File: src/hdl/signed_integer_to_radix_ascii_macros.svh
// Assertion macros for the signed integer to radix ASCII converter.
// Used by the top level; expects signals named clock and reset in scope.
`ifndef SIGNED_INTEGER_TO_RADIX_ASCII_MACROS_SVH
`define SIGNED_INTEGER_TO_RADIX_ASCII_MACROS_SVH

// Same-cycle implication, checked outside reset.
`define SITRA_ASSERT_NOW(label, ante, cons, msg) \
   label: assert property (@(posedge clock) disable iff (reset) (ante) |-> (cons)) \
      else $error(msg);

// Next-cycle implication, checked outside reset.
`define SITRA_ASSERT_NEXT(label, ante, cons, msg) \
   label: assert property (@(posedge clock) disable iff (reset) (ante) |=> (cons)) \
      else $error(msg);

`endif

File: src/hdl/sitra_pkg.sv
// Package for the signed integer to radix ASCII converter.
// Holds widths, radix limits, FSM and divider types and the glyph function.
`default_nettype none
package sitra_pkg;

   localparam int VALUE_WIDTH     = 64;
   localparam int RADIX_WIDTH     = 6;
   localparam int CHAR_WIDTH      = 8;
   localparam int MAX_DIGITS      = 64;
   localparam int DIGIT_IDX_WIDTH = $clog2(MAX_DIGITS);
   localparam int COUNT_WIDTH     = DIGIT_IDX_WIDTH + 1;
   localparam int BIT_CNT_WIDTH   = $clog2(VALUE_WIDTH);

   localparam logic [RADIX_WIDTH-1:0] RADIX_MIN = RADIX_WIDTH'(2);
   localparam logic [RADIX_WIDTH-1:0] RADIX_MAX = RADIX_WIDTH'(36);

   localparam logic [CHAR_WIDTH-1:0] CHAR_ZERO   = 8'h30; // '0'
   localparam logic [CHAR_WIDTH-1:0] CHAR_ALPHA  = 8'h37; // 'A' - 10
   localparam logic [CHAR_WIDTH-1:0] CHAR_ERROR  = 8'h00;

   typedef enum logic [2:0] {
      S_IDLE,
      S_DIV,
      S_READ,
      S_LOAD,
      S_ERR
   } state_type;

   typedef struct packed {
      logic                   load;
      logic                   start;
      logic [VALUE_WIDTH-1:0] magnitude;
      logic [RADIX_WIDTH-1:0] radix;
   } div_ctrl_type;

   typedef struct packed {
      logic                   busy;
      logic                   done;
      logic                   quot_zero;
      logic [RADIX_WIDTH-1:0] digit;
   } div_status_type;

   function automatic logic [CHAR_WIDTH-1:0] digit_glyph(input logic [RADIX_WIDTH-1:0] d);
      logic [CHAR_WIDTH-1:0] g;
      if (d < RADIX_WIDTH'(10)) begin
         g = CHAR_ZERO + CHAR_WIDTH'(d);
      end else if (d < RADIX_MAX) begin
         g = CHAR_ALPHA + CHAR_WIDTH'(d);
      end else begin
         g = CHAR_ZERO;
      end
      return g;
   endfunction

endpackage
`default_nettype wire

File: src/hdl/sitra_if.sv
// Valid/ready channel interfaces for request and response transactions.
// Depends on sitra_pkg for field widths.
`default_nettype none
interface sitra_req_if import sitra_pkg::*; ();
   logic                          valid;
   logic                          ready;
   logic signed [VALUE_WIDTH-1:0] value;
   logic [RADIX_WIDTH-1:0]        radix;

   modport source (output valid, output value, output radix, input ready);
   modport sink   (input valid, input value, input radix, output ready);
endinterface

interface sitra_rsp_if import sitra_pkg::*; ();
   logic                  valid;
   logic                  ready;
   logic [CHAR_WIDTH-1:0] character;
   logic                  negative;
   logic                  error;
   logic                  last;

   modport source (output valid, output character, output negative, output error,
                   output last, input ready);
   modport sink   (input valid, input character, input negative, input error,
                   input last, output ready);
endinterface
`default_nettype wire

File: src/hdl/sitra_divider.sv
// Bit-serial restoring divider: one quotient bit per cycle, quotient in place.
// Depends on sitra_pkg for widths and the control/status structs.
`default_nettype none
module sitra_divider import sitra_pkg::*; (
   input  wire logic           clock,
   input  wire logic           reset,
   input  wire div_ctrl_type   ctrl,
   output      div_status_type status
);

   logic [VALUE_WIDTH-1:0]   mag_ff, mag_in;
   logic [RADIX_WIDTH-1:0]   rem_ff, rem_in;
   logic [BIT_CNT_WIDTH-1:0] cnt_ff, cnt_in;
   logic                     busy_ff, busy_in;
   logic                     nz_ff, nz_in;
   logic [RADIX_WIDTH-1:0]   radix_ff, radix_in;

   logic [RADIX_WIDTH:0]     trial;
   logic [RADIX_WIDTH:0]     diff;
   logic                     ge;
   logic [RADIX_WIDTH-1:0]   rem_step;
   logic                     last_bit;

   always_comb begin
      trial    = {rem_ff, mag_ff[VALUE_WIDTH-1]};
      diff     = trial - {1'b0, radix_ff};
      ge       = trial >= {1'b0, radix_ff};
      rem_step = ge ? diff[RADIX_WIDTH-1:0] : trial[RADIX_WIDTH-1:0];
      last_bit = cnt_ff == BIT_CNT_WIDTH'(VALUE_WIDTH - 1);
   end

   always_comb begin
      mag_in   = mag_ff;
      rem_in   = rem_ff;
      cnt_in   = cnt_ff;
      busy_in  = busy_ff;
      nz_in    = nz_ff;
      radix_in = radix_ff;
      // shift one dividend bit in, one quotient bit out
      if (busy_ff) begin
         mag_in = {mag_ff[VALUE_WIDTH-2:0], ge};
         rem_in = rem_step;
         cnt_in = cnt_ff + BIT_CNT_WIDTH'(1);
         nz_in  = nz_ff | ge;
         if (last_bit) begin
            busy_in = 1'b0;
         end
      end
      if (ctrl.load) begin
         mag_in   = ctrl.magnitude;
         radix_in = ctrl.radix;
      end
      if (ctrl.start) begin
         rem_in  = '0;
         cnt_in  = '0;
         nz_in   = 1'b0;
         busy_in = 1'b1;
      end
   end

   always_ff @(posedge clock) begin
      if (reset) begin
         busy_ff <= 1'b0;
         cnt_ff  <= '0;
      end else begin
         busy_ff <= busy_in;
         cnt_ff  <= cnt_in;
      end
      mag_ff   <= mag_in;
      rem_ff   <= rem_in;
      nz_ff    <= nz_in;
      radix_ff <= radix_in;
   end

   always_comb begin
      status.busy      = busy_ff;
      status.done      = busy_ff && last_bit;
      status.quot_zero = !(nz_ff || ge);
      status.digit     = rem_step;
   end

endmodule
`default_nettype wire

File: src/hdl/signed_integer_to_radix_ascii.sv
// Operation: each digit takes one full pass of the bit-serial divider, one quotient
//   bit per cycle; each character is then read from the digit store and loaded.
// Requests: a new request is taken only in idle, after the last character is loaded;
//   response stalls hold the output register; a bad radix gives one error character.
// Reset: synchronous, active high; clears the FSM, counters and output valid.
//   The digit store is not cleared; every entry is written before it is read.
`default_nettype none
module signed_integer_to_radix_ascii import sitra_pkg::*; (
   input wire logic    clock,
   input wire logic    reset,
   sitra_req_if.sink   req,
   sitra_rsp_if.source rsp
);

`include "signed_integer_to_radix_ascii_macros.svh"

   // ---------------------------------------------------------------
   // Control state
   // ---------------------------------------------------------------
   state_type                state_ff, state_in;
   logic [COUNT_WIDTH-1:0]   count_ff, count_in;      // digits produced so far
   logic [DIGIT_IDX_WIDTH-1:0] idx_ff, idx_in;        // next digit to emit
   logic                     sign_ff, sign_in;

   // Output register
   logic                     rsp_valid_ff, rsp_valid_in;
   logic [CHAR_WIDTH-1:0]    char_ff, char_in;
   logic                     neg_ff, neg_in;
   logic                     err_ff, err_in;
   logic                     last_ff, last_in;

   // Digit store, least significant digit at index 0
   logic [RADIX_WIDTH-1:0]   digit_mem [MAX_DIGITS];
   logic [RADIX_WIDTH-1:0]   rd_data_ff;

   div_ctrl_type             div_ctrl;
   div_status_type           div_status;

   logic                     accept;
   logic                     radix_ok;
   logic                     slot_free;
   logic                     div_stop;
   logic [VALUE_WIDTH-1:0]   raw_value;
   logic [VALUE_WIDTH-1:0]   magnitude;
   logic                     value_neg;

   // FSM outputs
   logic                     mem_we;
   logic                     load_digit;
   logic                     load_error;
   logic                     div_load;
   logic                     div_start;

   // ---------------------------------------------------------------
   // Input decode: magnitude taken unsigned so the most negative value
   // converts exactly.
   // ---------------------------------------------------------------
   always_comb begin
      req.ready = (state_ff == S_IDLE) && !reset;
      accept    = req.valid && req.ready;
      radix_ok  = req.radix inside {[RADIX_MIN:RADIX_MAX]};
      raw_value = req.value;
      value_neg = raw_value[VALUE_WIDTH-1];
      magnitude = value_neg ? (~raw_value + VALUE_WIDTH'(1)) : raw_value;
      slot_free = !rsp_valid_ff || rsp.ready;
      // stop when the quotient runs out or the store is full
      div_stop  = div_status.quot_zero ||
                  count_ff == COUNT_WIDTH'(MAX_DIGITS - 1);
   end

   // ---------------------------------------------------------------
   // Next state
   // ---------------------------------------------------------------
   always_comb begin
      state_in = state_ff;
      case (state_ff)
         S_IDLE: begin
            if (accept) begin
               state_in = radix_ok ? S_DIV : S_ERR;
            end
         end
         S_DIV: begin
            if (div_status.done && div_stop) begin
               state_in = S_READ;
            end
         end
         S_READ: begin
            state_in = S_LOAD;
         end
         S_LOAD: begin
            if (slot_free) begin
               state_in = (idx_ff == '0) ? S_IDLE : S_READ;
            end
         end
         S_ERR: begin
            if (slot_free) begin
               state_in = S_IDLE;
            end
         end
         default: begin
            state_in = S_IDLE;
         end
      endcase
   end

   // ---------------------------------------------------------------
   // FSM outputs
   // ---------------------------------------------------------------
   always_comb begin
      mem_we     = 1'b0;
      load_digit = 1'b0;
      load_error = 1'b0;
      div_load   = 1'b0;
      div_start  = 1'b0;
      case (state_ff)
         S_IDLE: begin
            div_load  = accept && radix_ok;
            div_start = accept && radix_ok;
         end
         S_DIV: begin
            // write each remainder; chain straight into the next pass
            mem_we    = div_status.done;
            div_start = div_status.done && !div_stop;
         end
         S_LOAD: begin
            load_digit = slot_free;
         end
         S_ERR: begin
            load_error = slot_free;
         end
         default: begin
            mem_we = 1'b0;
         end
      endcase
   end

   always_comb begin
      div_ctrl.load      = div_load;
      div_ctrl.start     = div_start;
      div_ctrl.magnitude = magnitude;
      div_ctrl.radix     = req.radix;
   end

   sitra_divider u_divider (
      .clock  (clock),
      .reset  (reset),
      .ctrl   (div_ctrl),
      .status (div_status)
   );

   // ---------------------------------------------------------------
   // Counters and held sign
   // ---------------------------------------------------------------
   always_comb begin
      count_in = count_ff;
      idx_in   = idx_ff;
      sign_in  = sign_ff;
      if (accept) begin
         count_in = '0;
         sign_in  = radix_ok && value_neg;
      end
      if (mem_we) begin
         count_in = count_ff + COUNT_WIDTH'(1);
         if (div_stop) begin
            idx_in = count_ff[DIGIT_IDX_WIDTH-1:0];
         end
      end
      if (load_digit && idx_ff != '0) begin
         idx_in = idx_ff - DIGIT_IDX_WIDTH'(1);
      end
   end

   // ---------------------------------------------------------------
   // Output register: hold until taken, load a new character into a free slot
   // ---------------------------------------------------------------
   always_comb begin
      rsp_valid_in = rsp_valid_ff && !rsp.ready;
      char_in      = char_ff;
      neg_in       = neg_ff;
      err_in       = err_ff;
      last_in      = last_ff;
      if (load_digit) begin
         rsp_valid_in = 1'b1;
         char_in      = digit_glyph(rd_data_ff);
         neg_in       = sign_ff;
         err_in       = 1'b0;
         last_in      = idx_ff == '0;
      end else if (load_error) begin
         rsp_valid_in = 1'b1;
         char_in      = CHAR_ERROR;
         neg_in       = 1'b0;
         err_in       = 1'b1;
         last_in      = 1'b1;
      end
   end

   always_ff @(posedge clock) begin
      if (reset) begin
         state_ff     <= S_IDLE;
         count_ff     <= '0;
         idx_ff       <= '0;
         sign_ff      <= 1'b0;
         rsp_valid_ff <= 1'b0;
      end else begin
         state_ff     <= state_in;
         count_ff     <= count_in;
         idx_ff       <= idx_in;
         sign_ff      <= sign_in;
         rsp_valid_ff <= rsp_valid_in;
      end
      char_ff <= char_in;
      neg_ff  <= neg_in;
      err_ff  <= err_in;
      last_ff <= last_in;
   end

   // Digit store: one write port, one registered read port
   always_ff @(posedge clock) begin
      if (mem_we) begin
         digit_mem[count_ff[DIGIT_IDX_WIDTH-1:0]] <= div_status.digit;
      end
      rd_data_ff <= digit_mem[idx_ff];
   end

   always_comb begin
      rsp.valid     = rsp_valid_ff;
      rsp.character = char_ff;
      rsp.negative  = neg_ff;
      rsp.error     = err_ff;
      rsp.last      = last_ff;
   end

   // ---------------------------------------------------------------
   // Assertions
   // ---------------------------------------------------------------
   `SITRA_ASSERT_NOW(a_done_in_div, div_status.done, state_ff == S_DIV, "divider done outside DIV")
   `SITRA_ASSERT_NOW(a_store_bound, mem_we, count_ff < COUNT_WIDTH'(MAX_DIGITS), "digit store overrun")
   `SITRA_ASSERT_NOW(a_error_shape, rsp_valid_ff && err_ff, last_ff && char_ff == CHAR_ERROR && !neg_ff, "malformed error response")
   `SITRA_ASSERT_NEXT(a_bad_radix, accept && !radix_ok, state_ff == S_ERR, "bad radix not flagged")

endmodule
`default_nettype wire
File: src/flat_wrapper.sv
// flat-port wrapper written by rule: the top's interface ports become plain ports
module signed_integer_to_radix_ascii_flat import sitra_pkg::*;
  (clock, reset, req_valid, req_value, req_radix, req_ready, rsp_valid, rsp_character, rsp_negative, rsp_error, rsp_last, rsp_ready);
  sitra_req_if req_i ();
  sitra_rsp_if rsp_i ();
  input wire logic clock;
  input wire logic reset;
  input wire logic [$bits(req_i.valid)-1:0] req_valid;
  input wire logic [$bits(req_i.value)-1:0] req_value;
  input wire logic [$bits(req_i.radix)-1:0] req_radix;
  output wire logic [$bits(req_i.ready)-1:0] req_ready;
  output wire logic [$bits(rsp_i.valid)-1:0] rsp_valid;
  output wire logic [$bits(rsp_i.character)-1:0] rsp_character;
  output wire logic [$bits(rsp_i.negative)-1:0] rsp_negative;
  output wire logic [$bits(rsp_i.error)-1:0] rsp_error;
  output wire logic [$bits(rsp_i.last)-1:0] rsp_last;
  input wire logic [$bits(rsp_i.ready)-1:0] rsp_ready;
  assign req_i.valid = req_valid;
  assign req_i.value = req_value;
  assign req_i.radix = req_radix;
  assign req_ready = req_i.ready;
  assign rsp_valid = rsp_i.valid;
  assign rsp_character = rsp_i.character;
  assign rsp_negative = rsp_i.negative;
  assign rsp_error = rsp_i.error;
  assign rsp_last = rsp_i.last;
  assign rsp_i.ready = rsp_ready;
  signed_integer_to_radix_ascii u_core (.clock(clock), .reset(reset), .req(req_i), .rsp(rsp_i));
endmodule
File: config.mk
export PLATFORM = sky130hd
export DESIGN_NAME = signed_integer_to_radix_ascii_flat
export DESIGN_NICKNAME = d
export VERILOG_FILES = /design/src/hdl/sitra_pkg.sv /design/src/hdl/sitra_if.sv /design/src/hdl/sitra_divider.sv /design/src/hdl/signed_integer_to_radix_ascii.sv /design/src/flat_wrapper.sv
export VERILOG_INCLUDE_DIRS = /design/src /design/src/hdl
export SDC_FILE = /design/constraint.sdc
export NUM_CORES = 1
export LEC_CHECK = 0
export ABC_AREA = 1
export BUFFER_PORTS_ARGS = -buffer_cell sky130_fd_sc_hd__buf_2
export CORE_MARGIN = 2
export CORE_UTILIZATION = 62
export DETAILED_ROUTE_END_ITERATION = 8
export PLACE_DENSITY_LB_ADDON = 0.25
export SLEW_MARGIN = 20
export SYNTH_ARGS = -nofsm -noshare
export SYNTH_HDL_FRONTEND = slang
export SYNTH_SLANG_ARGS = --single-unit
File: constraint.sdc
create_clock -name clock -period 6.5 [get_ports clock]
set_clock_uncertainty 0.05 [all_clocks]
set_input_delay 0.975 -clock clock [delete_from_list [all_inputs] [get_ports clock]]
set_output_delay 0.975 -clock clock [all_outputs]
set_load 0.03 [all_outputs]
# After elaboration in Yosys (flattened, before gate mapping)
# Memory sizes are Yosys's and may differ from the RTL's. A register that Yosys moved wholly into a read port is not among the register bits.
# Index checks and enable logic that the tools add are counted.
word_totals:
  reg_bits: 113
  ram_bits: 384
  input_bits: 74
  output_inout_bits: 13
  memories: 1
mem_list:
  columns: ["memory", "depth", "width", "rd", "rd_ports_with_merged_regs", "write_ports", "line", "text"]
  rows:
  - ["u_core.digit_mem", 64, 6, 1, 1, 1, "signed_integer_to_radix_ascii.sv:33", "logic [RADIX_WIDTH-1:0] digit_mem [MAX_DIGITS];"]
op_classes:
  n_addsub: 7
  magnitude_cmp: 5
  eq_ne: 10
  muxes: 36
  bitwise_logic: 2
  n_reduce_logical: 29
ops:
  columns: ["op", "n"]
  rows:
  - ["$mux 64", 3]
  - ["$add 64x1->64 const B", 1]
  - ["$not 64->64", 1]
  - ["$mux 8", 4]
  - ["$mux 6", 4]
  - ["$mux 1", 15]
  - ["$mux 3", 5]
  - ["$pmux 3 s5", 1]
  - ["$add 6x6->7 const A", 2]
  - ["$mux 7", 2]
  - ["$logic_and 1x1->1", 10]
  - ["$reduce_bool 2->1", 5]
  - ["$ne 2x1->1 const B", 4]
  - ["$add 7x1->7 const B", 1]
  - ["$eq 7x6->1 const B", 1]
  - ["$ge 7x6->1", 1]
  - ["$add 6x1->6 const B", 1]
  - ["$eq 3x2->1 const B", 2]
  - ["$eq 6x6->1 const B", 1]
  - ["$ge 6x2->1 const B", 1]
  - ["$le 6x6->1 const B", 1]
  - ["$logic_not 6->1", 1]
  - ["$lt 6x4->1 const B", 1]
  - ["$lt 6x6->1 const B", 1]
  - ["14 further kinds", 20]

# Depth between registers and ports, before layout
# Gate-level depths: netlist (run 1).
logic_depth:
  depth_word: 8
  depth_mapped: 16

# Modules after synthesis
# From an unflattened synthesis (run 1), not the netlist that was laid out.
unflattened:
  cells_unflattened: 2706
  hier_area_um2: 24469.7
modules_own_cells:
  columns: ["mod", "n_inst", "cells_each", "area_per_inst_um2"]
  rows:
  - ["signed_integer_to_radix_ascii", 1, 2267, 20492.2]
  - ["sitra_divider", 1, 439, 3977.6]

# Worst setup path before layout (run 1)
# OpenSTA, ideal clock, no wires.
synth_path:
  kind: "register to register"
  start: "reg u_core.u_divider.radix_ff[2]"
  end: "mem u_core.digit_mem[0][5], data pin"
  setup_ns: 0.712
  arrival_time_ns: 3.707
  setup_slack_ns: 2.031
  path_stages_with_launch: 8
  period_less_slack_ns: 4.469
  path_cell_list: "edfxtp_1 > inv_1 > ha_1 > a21oi_1 > nand3_1 > nand2_1 > nand2_1 > o21ai_0"
synth_rtl:
  columns: ["item", "line", "text"]
  rows:
  - ["start, declared", "sitra_divider.sv:16", "logic [RADIX_WIDTH-1:0] radix_ff, radix_in;"]
  - ["start signal, assigned", "sitra_divider.sv:72", "radix_ff <= radix_in;"]
  - ["end, declared", "signed_integer_to_radix_ascii.sv:33", null]

# Worst setup path in the final report (run 1)
layout_path:
  start: "reg u_core.idx_ff[1]"
  end: "reg u_core.idx_ff[5]"
layout_via:
  elab_chain_len: 4
layout_lines:
  columns: ["item", "line", "text"]
  rows:
  - ["start, declared", "signed_integer_to_radix_ascii.sv:22", "logic [DIGIT_IDX_WIDTH-1:0] idx_ff, idx_in;"]
  - ["start signal, assigned", "signed_integer_to_radix_ascii.sv:207", "idx_ff <= idx_in;"]
  - ["branches (longest 4 deep; another with $sub 6x1->6)", null, null]
# Parallel ways; which one is timed is not known.
# A chain may end at the register's enable or synchronous reset.

==> reports/qor.csv, run 1 <==
stage,metric,value,unit
status,outcome,"finished, final reports clean",
logic_synthesis,synth warn,0,
cts,Root Driver,clkbuf_16,
floorplanning,die height,199,um
cts,CTS tree,yes,
global_route,largest net degree at the start of global routing,119,
sta,count of final setup violators,0,
sta,setup tns final,0,ns
cts,Worst-Skew Late Latency,0.60,ns
drt,Routed WL per cell,19.3,um
logic_synthesis,Yosys cell types,54,
power_and_ir_drop,Pleak,0.00959,uW
cells_and_area,NumNets Final,2540,
power_and_ir_drop,power density cells,333,mW/mm2
cts,post-CTS setup buffer count,0,
floorplanning,core area,0.0376,mm2
flow_run,max-cap viol count,0,
drt,final WL,57.9,mm
sta,"Min Clock Period, post-route",3.22,ns
cts,CTS Hold Bufs,0,
cells_and_area,diode count,0,
sta,Max Transition Viols Final,0,
drt,drt drc,0,
drt,drt pass-1 iters,8,
floorplanning,die area,0.0396,mm2
critical_path,crit path DAT,3.70,ns
critical_path,"Max FO, Critical Path",36,
logic_synthesis,sequential share of the synthesized area,0.623,
logic_synthesis,Syn Std Cell Area,0.0236,mm2
sta,final cycle utilization of the critical path,0.495,
cts,H-tree levels,2,
cts,post-cts resize count,0,
cts,clock-pin slew on the worst setup and hold paths,0.06,ns
power_and_ir_drop,total power,8630,uW
drt,Vias,17700,
sta,WHS,0.405,ns
global_route,first-pass GRT wire length,91.3,mm
cells_and_area,"commonest non-fill, non-tap cell in the layout",nand2_1,
drt,post-route ant nets,0,
logic_synthesis,number of synthesized register bits,502,
global_route,gr usage total,0.301,
sta,Max Fclk,311,MHz
floorplanning,# rows,71,
min_path,worst min-delay path category,register to register,
cts,cts bufs inserted,51,
cts,Max clock buf depth,3,
sta,Least-Margin Pin Slew,1.03,ns
drt,vias per cell,5.89,
logic_synthesis,ys async rst share,0,
logic_synthesis,"Top FF cell, synth",edfxtp_1,
global_route,vias in the first global route,17100,
sta,Final Hold Fails,0,
sta,RSZ-0062 raised after global routing,false,
sta,max_slew headroom,0.313,
critical_path,critical path required time,6.98,ns
placed_design,HPWL Detailed,36.2,mm
cts,clk sinks,502,
critical_path,CP Launch Type,register,
placed_design,IO buf count,85,
critical_path,Reg2Reg Setup Slack,3.28,ns
cells_and_area,highest-count cells in the layout ignoring fill and taps,"nand2_1 (642), edfxtp_1 (463), nor2_1 (382), nand3_1 (258), o21ai_0 (149)",
drt,Starting DRT DRC Count,2183,
floorplanning,Die W,199,um
global_route,GRT overflow,0,
power_and_ir_drop,worst vdd ir,356,uV
placed_design,Final Wtd Congestion,0.915,
critical_path,WS Path Type,register to register,
cells_and_area,Area growth syn-to-layout,10.1,%
logic_synthesis,Post-Syn Instances,2407,
critical_path,Worst setup EP type,register,
logic_synthesis,Post-synth EDFFs,463,
floorplanning,initial core utilization,0.627,
floorplanning,number of I/O pins,87,
logic_synthesis,syn avg cell area,9.79,um2
logic_synthesis,syn_nets,2496,
global_route,initial antenna violation count,0,
cells_and_area,ratio of cells with drive above 1 in the final layout,0.0967,
metal layers:
layer | vias to the layer above | track usage | wire [um]
li1 | 8346 | - | -
met1 | 8312 | 0.412 | 23100
met2 | 911 | 0.483 | 27400
met3 | 129 | 0.0580 | 5790
met4 | 0 | 0.109 | 1630
met5 | - | 0 | 0
kinds of logic (layout without fill, tap and decap cells):
family                     after synthesis  count (layout)  synth area share
and+or+nand+nor                       1372            1372             0.251
DFF                                    502             502             0.623
AOI/OAI and AO/OA                      273             273            0.0655
buffers and inverters                  212             297            0.0405
xor gates and xnor gates                32              32            0.0119
adders and majority gates               15              15           0.00828
other                                    1               1          0.000159
worst max-delay path, stage by stage (launching register included):
cell	delay (ns)
dfxtp_4	0.48
inv_2	0.50
buf_4	0.51
ha_1	0.27
inv_1	0.05
nor2_1	0.12
nand2_1	0.13
nor2_4	0.24
nor2_8	0.10
inv_6	0.11
nand3_4	0.12
nand2_4	0.13
nand2_1	0.09
a21oi_1	0.18
registers in the layout, summed over array words and instances (netlist names), 3 cells and up:
name and count:
u_core.rd_data_ff 6, u_core.u_divider.radix_ff 6, u_core.u_divider.mag_ff 64, u_core.u_divider.cnt_ff 6, u_core.digit_mem 384, u_core.state_ff 3
u_core.idx_ff 6, u_core.count_ff 7, u_core.u_divider.rem_ff 6, u_core.rsp.character 7
cell type report:
| cell class | count | area [um2] |
|---|---|---|
| flip-flops and latches | 502 | 14700 |
| fillers | 2825 | 11600 |
| multi-input cells | 1693 | 8000 |
| clock buffers | 61 | 1310 |
| well taps | 511 | 639 |
| repair buffers | 100 | 546 |
| inverters | 103 | 405 |
| clock inverters | 33 | 347 |
through the flow:
stage / setup WS [ns] / cells / util / cell area [um2]
floorplan: 2.03 / 2407 / - / 23600
global route: 3.12 / 3003 / 0.690 / 25900
detailed placement: 3.06 / 2909 / 0.646 / 24300
global placement: 3.08 / 2909 / 0.646 / 24300
CTS: 3.17 / 3003 / 0.690 / 25900
finish: 3.28 / 3003 / 0.690 / 25900
cells in the mapped netlist (9+ instances only):
| cell type | number | area, um2 |
|---|---|---|
| ha_1 | 14 | 175 |
| o211ai_1 | 49 | 368 |
| inv_1 | 91 | 342 |
| nand4_1 | 17 | 106 |
| nand3b_1 | 11 | 82.6 |
| nand2_1 | 645 | 2420 |
| nand2_2 | 9 | 56.3 |
| o21ai_1 | 20 | 100 |
| clkbuf_1 | 33 | 124 |
| xor2_1 | 22 | 193 |
| dfxtp_1 | 39 | 781 |
| o21ai_0 | 150 | 751 |
| nand3_1 | 258 | 1290 |
| edfxtp_1 | 463 | 13900 |
| buf_2 | 47 | 235 |
| buf_1 | 10 | 37.5 |
| xnor2_1 | 10 | 87.6 |
| nor2_2 | 9 | 56.3 |
| nor2_1 | 382 | 1430 |
| a21oi_1 | 40 | 200 |
| buf_4 | 14 | 105 |
path summary, 6_finish.rpt:
check              startpoint          endpoint  depth (start not counted)
max          u_core.idx_ff[1]  u_core.idx_ff[5]                         13
min          u_core.rsp.error  u_core.rsp.error                          2
min reg2reg  u_core.rsp.error  u_core.rsp.error                          2
max reg2reg  u_core.idx_ff[1]  u_core.idx_ff[5]                         13
where the power goes:
group | internal (uW) | switching [uW] | total (uW) | leakage [uW]
logic | 254 | 1100 | 1360 | 0.00423
registers | 4280 | 50.2 | 4330 | 0.00454
clock network | 1720 | 1230 | 2940 | 0.000810
total | 6250 | 2380 | 8630 | 0.00959
(Power assumes the default switching activity.)
==> inputs of run 2 (changes only) <==
Settings changed: CORE_UTILIZATION 62 to 56.
Clock period 6.5 ns to 2.8 ns, I/O delays scaled along.
==> run 2 against run 1 <==
Cell count rose by 1.6%. First-iteration DRC count fell by 16%. Combinational power rose to 3.0 times the previous value.
==> reports/qor.csv, run 2 (synthesized netlist as in run 1, its figures left out) <==
stage,metric,value,unit,change
critical_path,critical path required time,2.98,ns,-4.00 ns
drt,drt pass-1 iters,6,,-2
sta,count of final setup violators,0,,unchanged
global_route,vias in the first global route,17100,,+0.19%
global_route,met2 global-route usage,0.446,,-0.0362
critical_path,Reg2Reg Depth,9,,-4
cells_and_area,max FFs per register,384,,unchanged
critical_path,Worst setup EP type,register,,
sta,"Min Clock Period, post-route",2.56,ns,-0.658 ns
sta,Final Hold Fails,0,,unchanged
drt,final WL,59.3,mm,+2.4%
cts,clock-pin slew on the worst setup and hold paths,0.06,ns,about the same
critical_path,Crit path top cell by count,nor2_8,,
sta,final cycle utilization of the critical path,0.914,,+0.419
sta,RSZ-0062 raised after global routing,false,,
sta,Setup WS post-layout,0.240,ns,-3.04 ns
placed_design,Final Wtd Congestion,0.963,,+5.2%
cells_and_area,NumNets Final,2565,,+0.98%
cells_and_area,diode count,0,,unchanged
cts,Root Driver,clkbuf_16,,
drt,Starting DRT DRC Count,1841,,-16%
drt,vias per cell,5.83,,-1.1%
floorplanning,Die W,209,um,+5.1%
global_route,first-pass GRT wire length,92.0,mm,+0.77%
floorplanning,core area,0.0418,mm2,+11%
global_route,gr usage total,0.272,,-0.0289
floorplanning,die area,0.0437,mm2,+10%
critical_path,WS Path Type,register to register,,
power_and_ir_drop,power density cells,788,mW/mm2,+140%
flow_run,max-cap viol count,0,,unchanged
placed_design,dpl cells,2957,,+1.7%
global_route,initial antenna violation count,0,,unchanged
min_path,Hold Crit Start,req_valid,,
floorplanning,number of I/O pins,87,,unchanged
sta,Max Transition Viols Final,0,,unchanged
critical_path,"Max FO, Critical Path",9,,-75%
sta,max_slew headroom,0.461,,+0.149
drt,drt drc,0,,unchanged
critical_path,crit path DAT,2.74,ns,-0.96 ns
cts,post-cts resize count,0,,unchanged
cells_and_area,final instance area,0.0264,mm2,+1.9%
floorplanning,initial core utilization,0.564,,-0.0628
cts,post-CTS setup buffer count,0,,unchanged
global_route,gr busiest metal,met2,,
cts,clk sinks,502,,unchanged
cells_and_area,"commonest non-fill, non-tap cell in the layout",nand2_1,,
critical_path,slowest CP cell,nor2_1,,
cells_and_area,highest-count cells in the layout ignoring fill and taps,"nand2_1 (642), edfxtp_1 (463), nor2_1 (382), nand3_1 (258), o21ai_0 (149)",,
placed_design,Setup Slack @ Placement,0.257,ns,-2.80 ns
min_path,WHS Endpoint,u_core.sign_ff,,
critical_path,Reg2Reg Setup Slack,0.24,ns,-3.04 ns
cells_and_area,Multi-input gate area,0.00800,mm2,unchanged
status,outcome,"finished, final reports clean",,
sta,Max Fclk,391,MHz,+26%
floorplanning,# rows,75,,+5.6%
placed_design,IO buf count,85,,unchanged
cells_and_area,Area growth syn-to-layout,12.2,%,
power_and_ir_drop,Pleak,0.00979,uW,+2.2%
critical_path,Reg-to-Reg Start,u_core.u_divider.cnt_ff[0],,
global_route,GRT met1 Usage,0.368,,-0.0435
cts,H-tree levels,2,,unchanged
sta,setup tns final,0,ns,unchanged
floorplanning,die height,209,um,+5.1%
sta,Least-Margin Pin Slew,0.808,ns,-0.223 ns
drt,Vias,17800,,+0.41%
cells_and_area,"Core Util, Final",0.633,,-0.0570
critical_path,end of the worst register-to-register path,u_core.digit_mem[33][1],,
global_route,GRT overflow,0,,unchanged
cells_and_area,FF+latch area,0.0147,mm2,unchanged
critical_path,CP Launch Type,register,,
cts,cts bufs inserted,50,,-2.0%
cells_and_area,# fillers,3301,,+17%
min_path,worst min-delay path category,input pin to register,,
drt,post-route ant nets,0,,unchanged
drt,Routed WL per cell,19.4,um,+0.87%
power_and_ir_drop,worst vdd ir,567,uV,+59%
cts,Worst-Skew Late Latency,0.58,ns,-0.02 ns
placed_design,HPWL Detailed,39.4,mm,+9.1%
critical_path,CP peak stage delay,0.52,ns,about the same
placed_design,Area after DPL,0.0247,mm2,+1.9%
global_route,largest net degree at the start of global routing,196,,+65%
cells_and_area,"non-filler cells, final",3050,,+1.6%
min_path,hold path depth,4,,+2
global_route,met3 usage,0.0389,,-0.0191
critical_path,worst path cell trace,ha_1 > nand2_1 > nor2_2 > nand2_2 > nor2_8 > inv_4 > nor2_8 > nand3_4 > nor2_1,,
cts,CTS tree,yes,,
cts,Max clock buf depth,3,,unchanged
cells_and_area,ratio of cells with drive above 1 in the final layout,0.103,,+0.00644
[run 2: cell types whose count changed in the layout (fill, tap and decap cells not counted)]
cell / delta
buf_12: +22
buf_6: -2
bufinv_16: +1
clkbuf_1: -1
clkinv_1: -4
clkinv_2: -3
clkinv_4: -2
dlygate4sd3_1: +6
inv_2: +1
inv_6: +1
[run 2: worst max-delay path by stage]
stage	slack (ns)	startpoint	endpoint
after floorplan	-0.58	u_core.u_divider.radix_ff[2]	u_core.digit_mem[0][0]
after global placement	0.37	u_core.u_divider.cnt_ff[0]	u_core.digit_mem[40][3]
after detailed placement	0.26	u_core.u_divider.cnt_ff[0]	u_core.digit_mem[33][5]
after CTS	0.26	u_core.u_divider.cnt_ff[0]	u_core.digit_mem[33][1]
after global routing	0.09	u_core.u_divider.cnt_ff[1]	u_core.digit_mem[48][0]
final	0.24	u_core.u_divider.cnt_ff[0]	u_core.digit_mem[33][1]
[run 2: what timing repair did]
action,in CTS,in global routing
endpoints found under the setup margin,0,0
hold endpoints to repair,6,0
hold buffers,6,0
[run 2: layout make-up]
type | instances | share of cell area
flip-flops and latches | 502 | 0.556
multi-input cells | 1693 | 0.302
clock buffers | 60 | 0.0495
repair buffers | 126 | 0.0387
well taps | 539 | 0.0255
inverters | 103 | 0.0153
clock inverters | 27 | 0.0130
[run 2: critical path: cells and delay by family, from the launching register on]
kind,cells,cell delay (ns)
flip-flops,1,0.35
AND/OR/NAND/NOR,7,1.50
buffers and inverters,1,0.10
adder cells (fa/ha/maj),1,0.18
[run 2: power by group]
part | switching, uW | internal, uW | leakage, uW
combinational | 2870 | 1160 | 0.00445
sequential | 113 | 9880 | 0.00454
clock | 2760 | 4060 | 0.000805
[run 2: metrics by stage]
| stage | hold slack [ns] | power [uW] |
|---|---|---|
| floorplan | 0.394 | 12000 |
| global placement | 0.407 | 14200 |
| detailed placement | 0.407 | 14200 |
| CTS | 0.0732 | 21000 |
| global route | 0.134 | 21600 |
| finish | 0.104 | 20800 |
[run 2: layer usage]
metal	wire length, um	vias up	share of wire
met5	0	-	0
met4	2010	0	0.034
met3	4950	120	0.084
met2	28100	784	0.47
met1	24300	8469	0.41
li1	-	8398	-
==> inputs of run 3 (changes only) <==
Settings changed: CORE_ASPECT_RATIO set to 0.75, GPL_ROUTABILITY_DRIVEN set to 1.
==> run 3 against run 2 <==
Total power down 1.8%. Routed wire length grew 5.7%. Global-route usage up 1.6 points. Largest cell class unchanged. Final area fell by 0.20%. First-iteration DRC count rose by 27%. Largest power group unchanged. Hold slack better by 0.00076 ns. Sequential share of layout area up 0.11 points. Maximum frequency down 2.1%. Sequential power barely moved. Via count up 1.8%. Worst setup slack lost 0.056 ns.
==> reports/qor.csv, run 3 (synthesized netlist as in run 1, its figures left out) <==
stage,metric,value,unit,change
status,outcome,"finished, final reports clean",,
cells_and_area,Area growth syn-to-layout,12.0,%,
critical_path,critical path required time,2.96,ns,-0.02 ns
global_route,first-pass GRT wire length,95.4,mm,+3.7%
critical_path,"Max FO, Critical Path",9,,unchanged
min_path,worst min-delay path category,input pin to register,,
floorplanning,core area,0.0418,mm2,+0.10%
critical_path,top cell family by delay on the critical path,simple AND/OR/NAND/NOR gates,,
critical_path,Critical path buffers and inverters,1,,unchanged
global_route,initial antenna violation count,0,,unchanged
drt,post-route ant nets,0,,unchanged
global_route,GRT overflow,0,,unchanged
sta,count of final setup violators,0,,unchanged
floorplanning,# rows,65,,-13%
critical_path,crit path DAT,2.78,ns,+0.04 ns
cells_and_area,final instance area,0.0264,mm2,-0.20%
cts,Max clock buf depth,3,,unchanged
floorplanning,number of I/O pins,87,,unchanged
power_and_ir_drop,Pleak,0.00977,uW,-0.24%
sta,Least-Margin Pin Slew,1.08,ns,+0.274 ns
critical_path,WS Path Type,register to register,,
sta,Max Fclk,382,MHz,-2.1%
drt,Starting DRT DRC Count,2335,,+27%
sta,max_slew headroom,0.276,,-0.185
drt,drt drc,0,,unchanged
critical_path,worst path cell trace,ha_1 > nand2_1 > nor2_2 > nand2_2 > nor2_8 > inv_4 > nor2_8 > nand2_2 > nor2_1,,
cells_and_area,"commonest non-fill, non-tap cell in the layout",nand2_1,,
floorplanning,die area,0.0438,mm2,about the same
cells_and_area,highest-count cells in the layout ignoring fill and taps,"nand2_1 (642), edfxtp_1 (463), nor2_1 (382), nand3_1 (258), o21ai_0 (149)",,
global_route,gr usage total,0.287,,+0.0155
cts,H-tree levels,2,,unchanged
drt,Routed WL per cell,20.3,um,+4.4%
cells_and_area,"non-filler cells, final",3087,,+1.2%
power_and_ir_drop,power density cells,776,mW/mm2,-1.6%
global_route,vias in the first global route,16700,,-2.3%
power_and_ir_drop,total power,20500,uW,-1.8%
drt,final WL,62.7,mm,+5.7%
cts,clock-pin slew on the worst setup and hold paths,0.06,ns,about the same
cells_and_area,"Core Util, Final",0.631,,-0.00192
floorplanning,Die W,241,um,+15%
cts,Root Driver,clkbuf_16,,
cts,cts bufs inserted,49,,-2.0%
critical_path,Reg2Reg Setup Slack,0.18,ns,-0.06 ns
global_route,largest net degree at the start of global routing,129,,-34%
placed_design,IO buf count,85,,unchanged
drt,vias per cell,5.86,,+0.54%
critical_path,CP Launch Type,register,,
cts,post-cts resize count,0,,unchanged
cts,clk sinks,502,,unchanged
cells_and_area,# fillers,3360,,+1.8%
sta,Max Transition Viols Final,0,,unchanged
critical_path,Worst setup EP type,register,,
cells_and_area,ratio of cells with drive above 1 in the final layout,0.106,,+0.00289
critical_path,CP peak stage delay,0.50,ns,-0.02 ns
floorplanning,initial core utilization,0.564,,-0.000591
cells_and_area,NumNets Final,2569,,+0.16%
sta,setup tns final,0,ns,unchanged
drt,drt pass-1 iters,7,,+1
power_and_ir_drop,worst vdd ir,670,uV,+18%
drt,Vias,18100,,+1.8%
cts,Worst-Skew Late Latency,0.59,ns,about the same
sta,"Min Clock Period, post-route",2.62,ns,+0.0562 ns
placed_design,Final Wtd Congestion,1.04,,+8.0%
placed_design,dpl cells,2992,,+1.2%
sta,RSZ-0062 raised after global routing,false,,
cells_and_area,max FFs per register,384,,unchanged
cts,CTS tree,yes,,
flow_run,max-cap viol count,0,,unchanged
placed_design,HPWL Detailed,41.3,mm,+4.6%
cells_and_area,diode count,0,,unchanged
sta,Final Hold Fails,0,,unchanged
placed_design,Area after DPL,0.0248,mm2,+0.25%
critical_path,slowest CP cell,nor2_1,,
sta,final cycle utilization of the critical path,0.934,,+0.0201
floorplanning,die height,182,um,-13%
[run 3: cell count changes in the layout (fill, tap and decap cells not counted)]
cell / before / now
clkbuf_16: 51 / 49
clkinv_1: 13 / 9
bufinv_16: 8 / 2
clkbuf_1: 9 / 12
buf_12: 22 / 21
inv_16: 1 / 0
clkinv_2: 6 / 9
clkinv_4: 0 / 1
clkinv_8: 0 / 2
clkbuf_8: 0 / 6
buf_4: 13 / 19
[run 3: what timing repair did]
item,4_1_cts,5_1_grt
endpoints found under the hold margin,6,0
buffers inserted,0,0
hold buffers,6,0
[run 3: layer usage]
metal  up-vias  wire length, um  share of wire  track usage
met4         0             1570          0.025       0.0788
li1       8389                -              -            -
met5         -                0              0            0
met1      8601            27700           0.44        0.439
met2       970            26600           0.42        0.411
met3       124             6780           0.11       0.0684
[run 3: worst paths after layout]
| path | end | from | depth (start not counted) |
|---|---|---|---|
| max | u_core.digit_mem[46][5] | u_core.u_divider.cnt_ff[1] | 9 |
| min | u_core.sign_ff | req_valid | 4 |
| max reg2reg | u_core.digit_mem[46][5] | u_core.u_divider.cnt_ff[1] | 9 |
| min reg2reg | u_core.rsp.error | u_core.rsp.error | 2 |
[run 3: power by group]
group | total, uW | switching, uW | internal, uW
Clock | 6370 | 2800 | 3570
Sequential | 10000 | 109 | 9900
Combinational | 4090 | 2970 | 1130
[run 3: final cells by class]
type | instances | area [um2] | area share
clock buffers | 67 | 1350 | 0.0513
repair buffers | 131 | 1050 | 0.0397
well taps | 569 | 712 | 0.0270
multi-input cells | 1693 | 8000 | 0.303
clock inverters | 22 | 184 | 0.00697
inverters | 103 | 404 | 0.0153
flip-flops and latches | 502 | 14700 | 0.557
[run 3: per-stage QoR]
step	hold WS, ns	setup WS, ns
global placement	0.384	0.165
detailed placement	0.389	0.248
floorplan	0.394	-0.583
CTS	0.0863	0.186
global route	0.154	0.0246
finish	0.105	0.184
[run 3: worst register-to-register path: cells and delay by family (launching register included)]
kind | cells | cell delay [ns]
buffers and inverters | 1 | 0.10
flip-flops | 1 | 0.36
AND/OR/NAND/NOR | 7 | 1.53
adder cells (fa/ha/maj) | 1 | 0.19
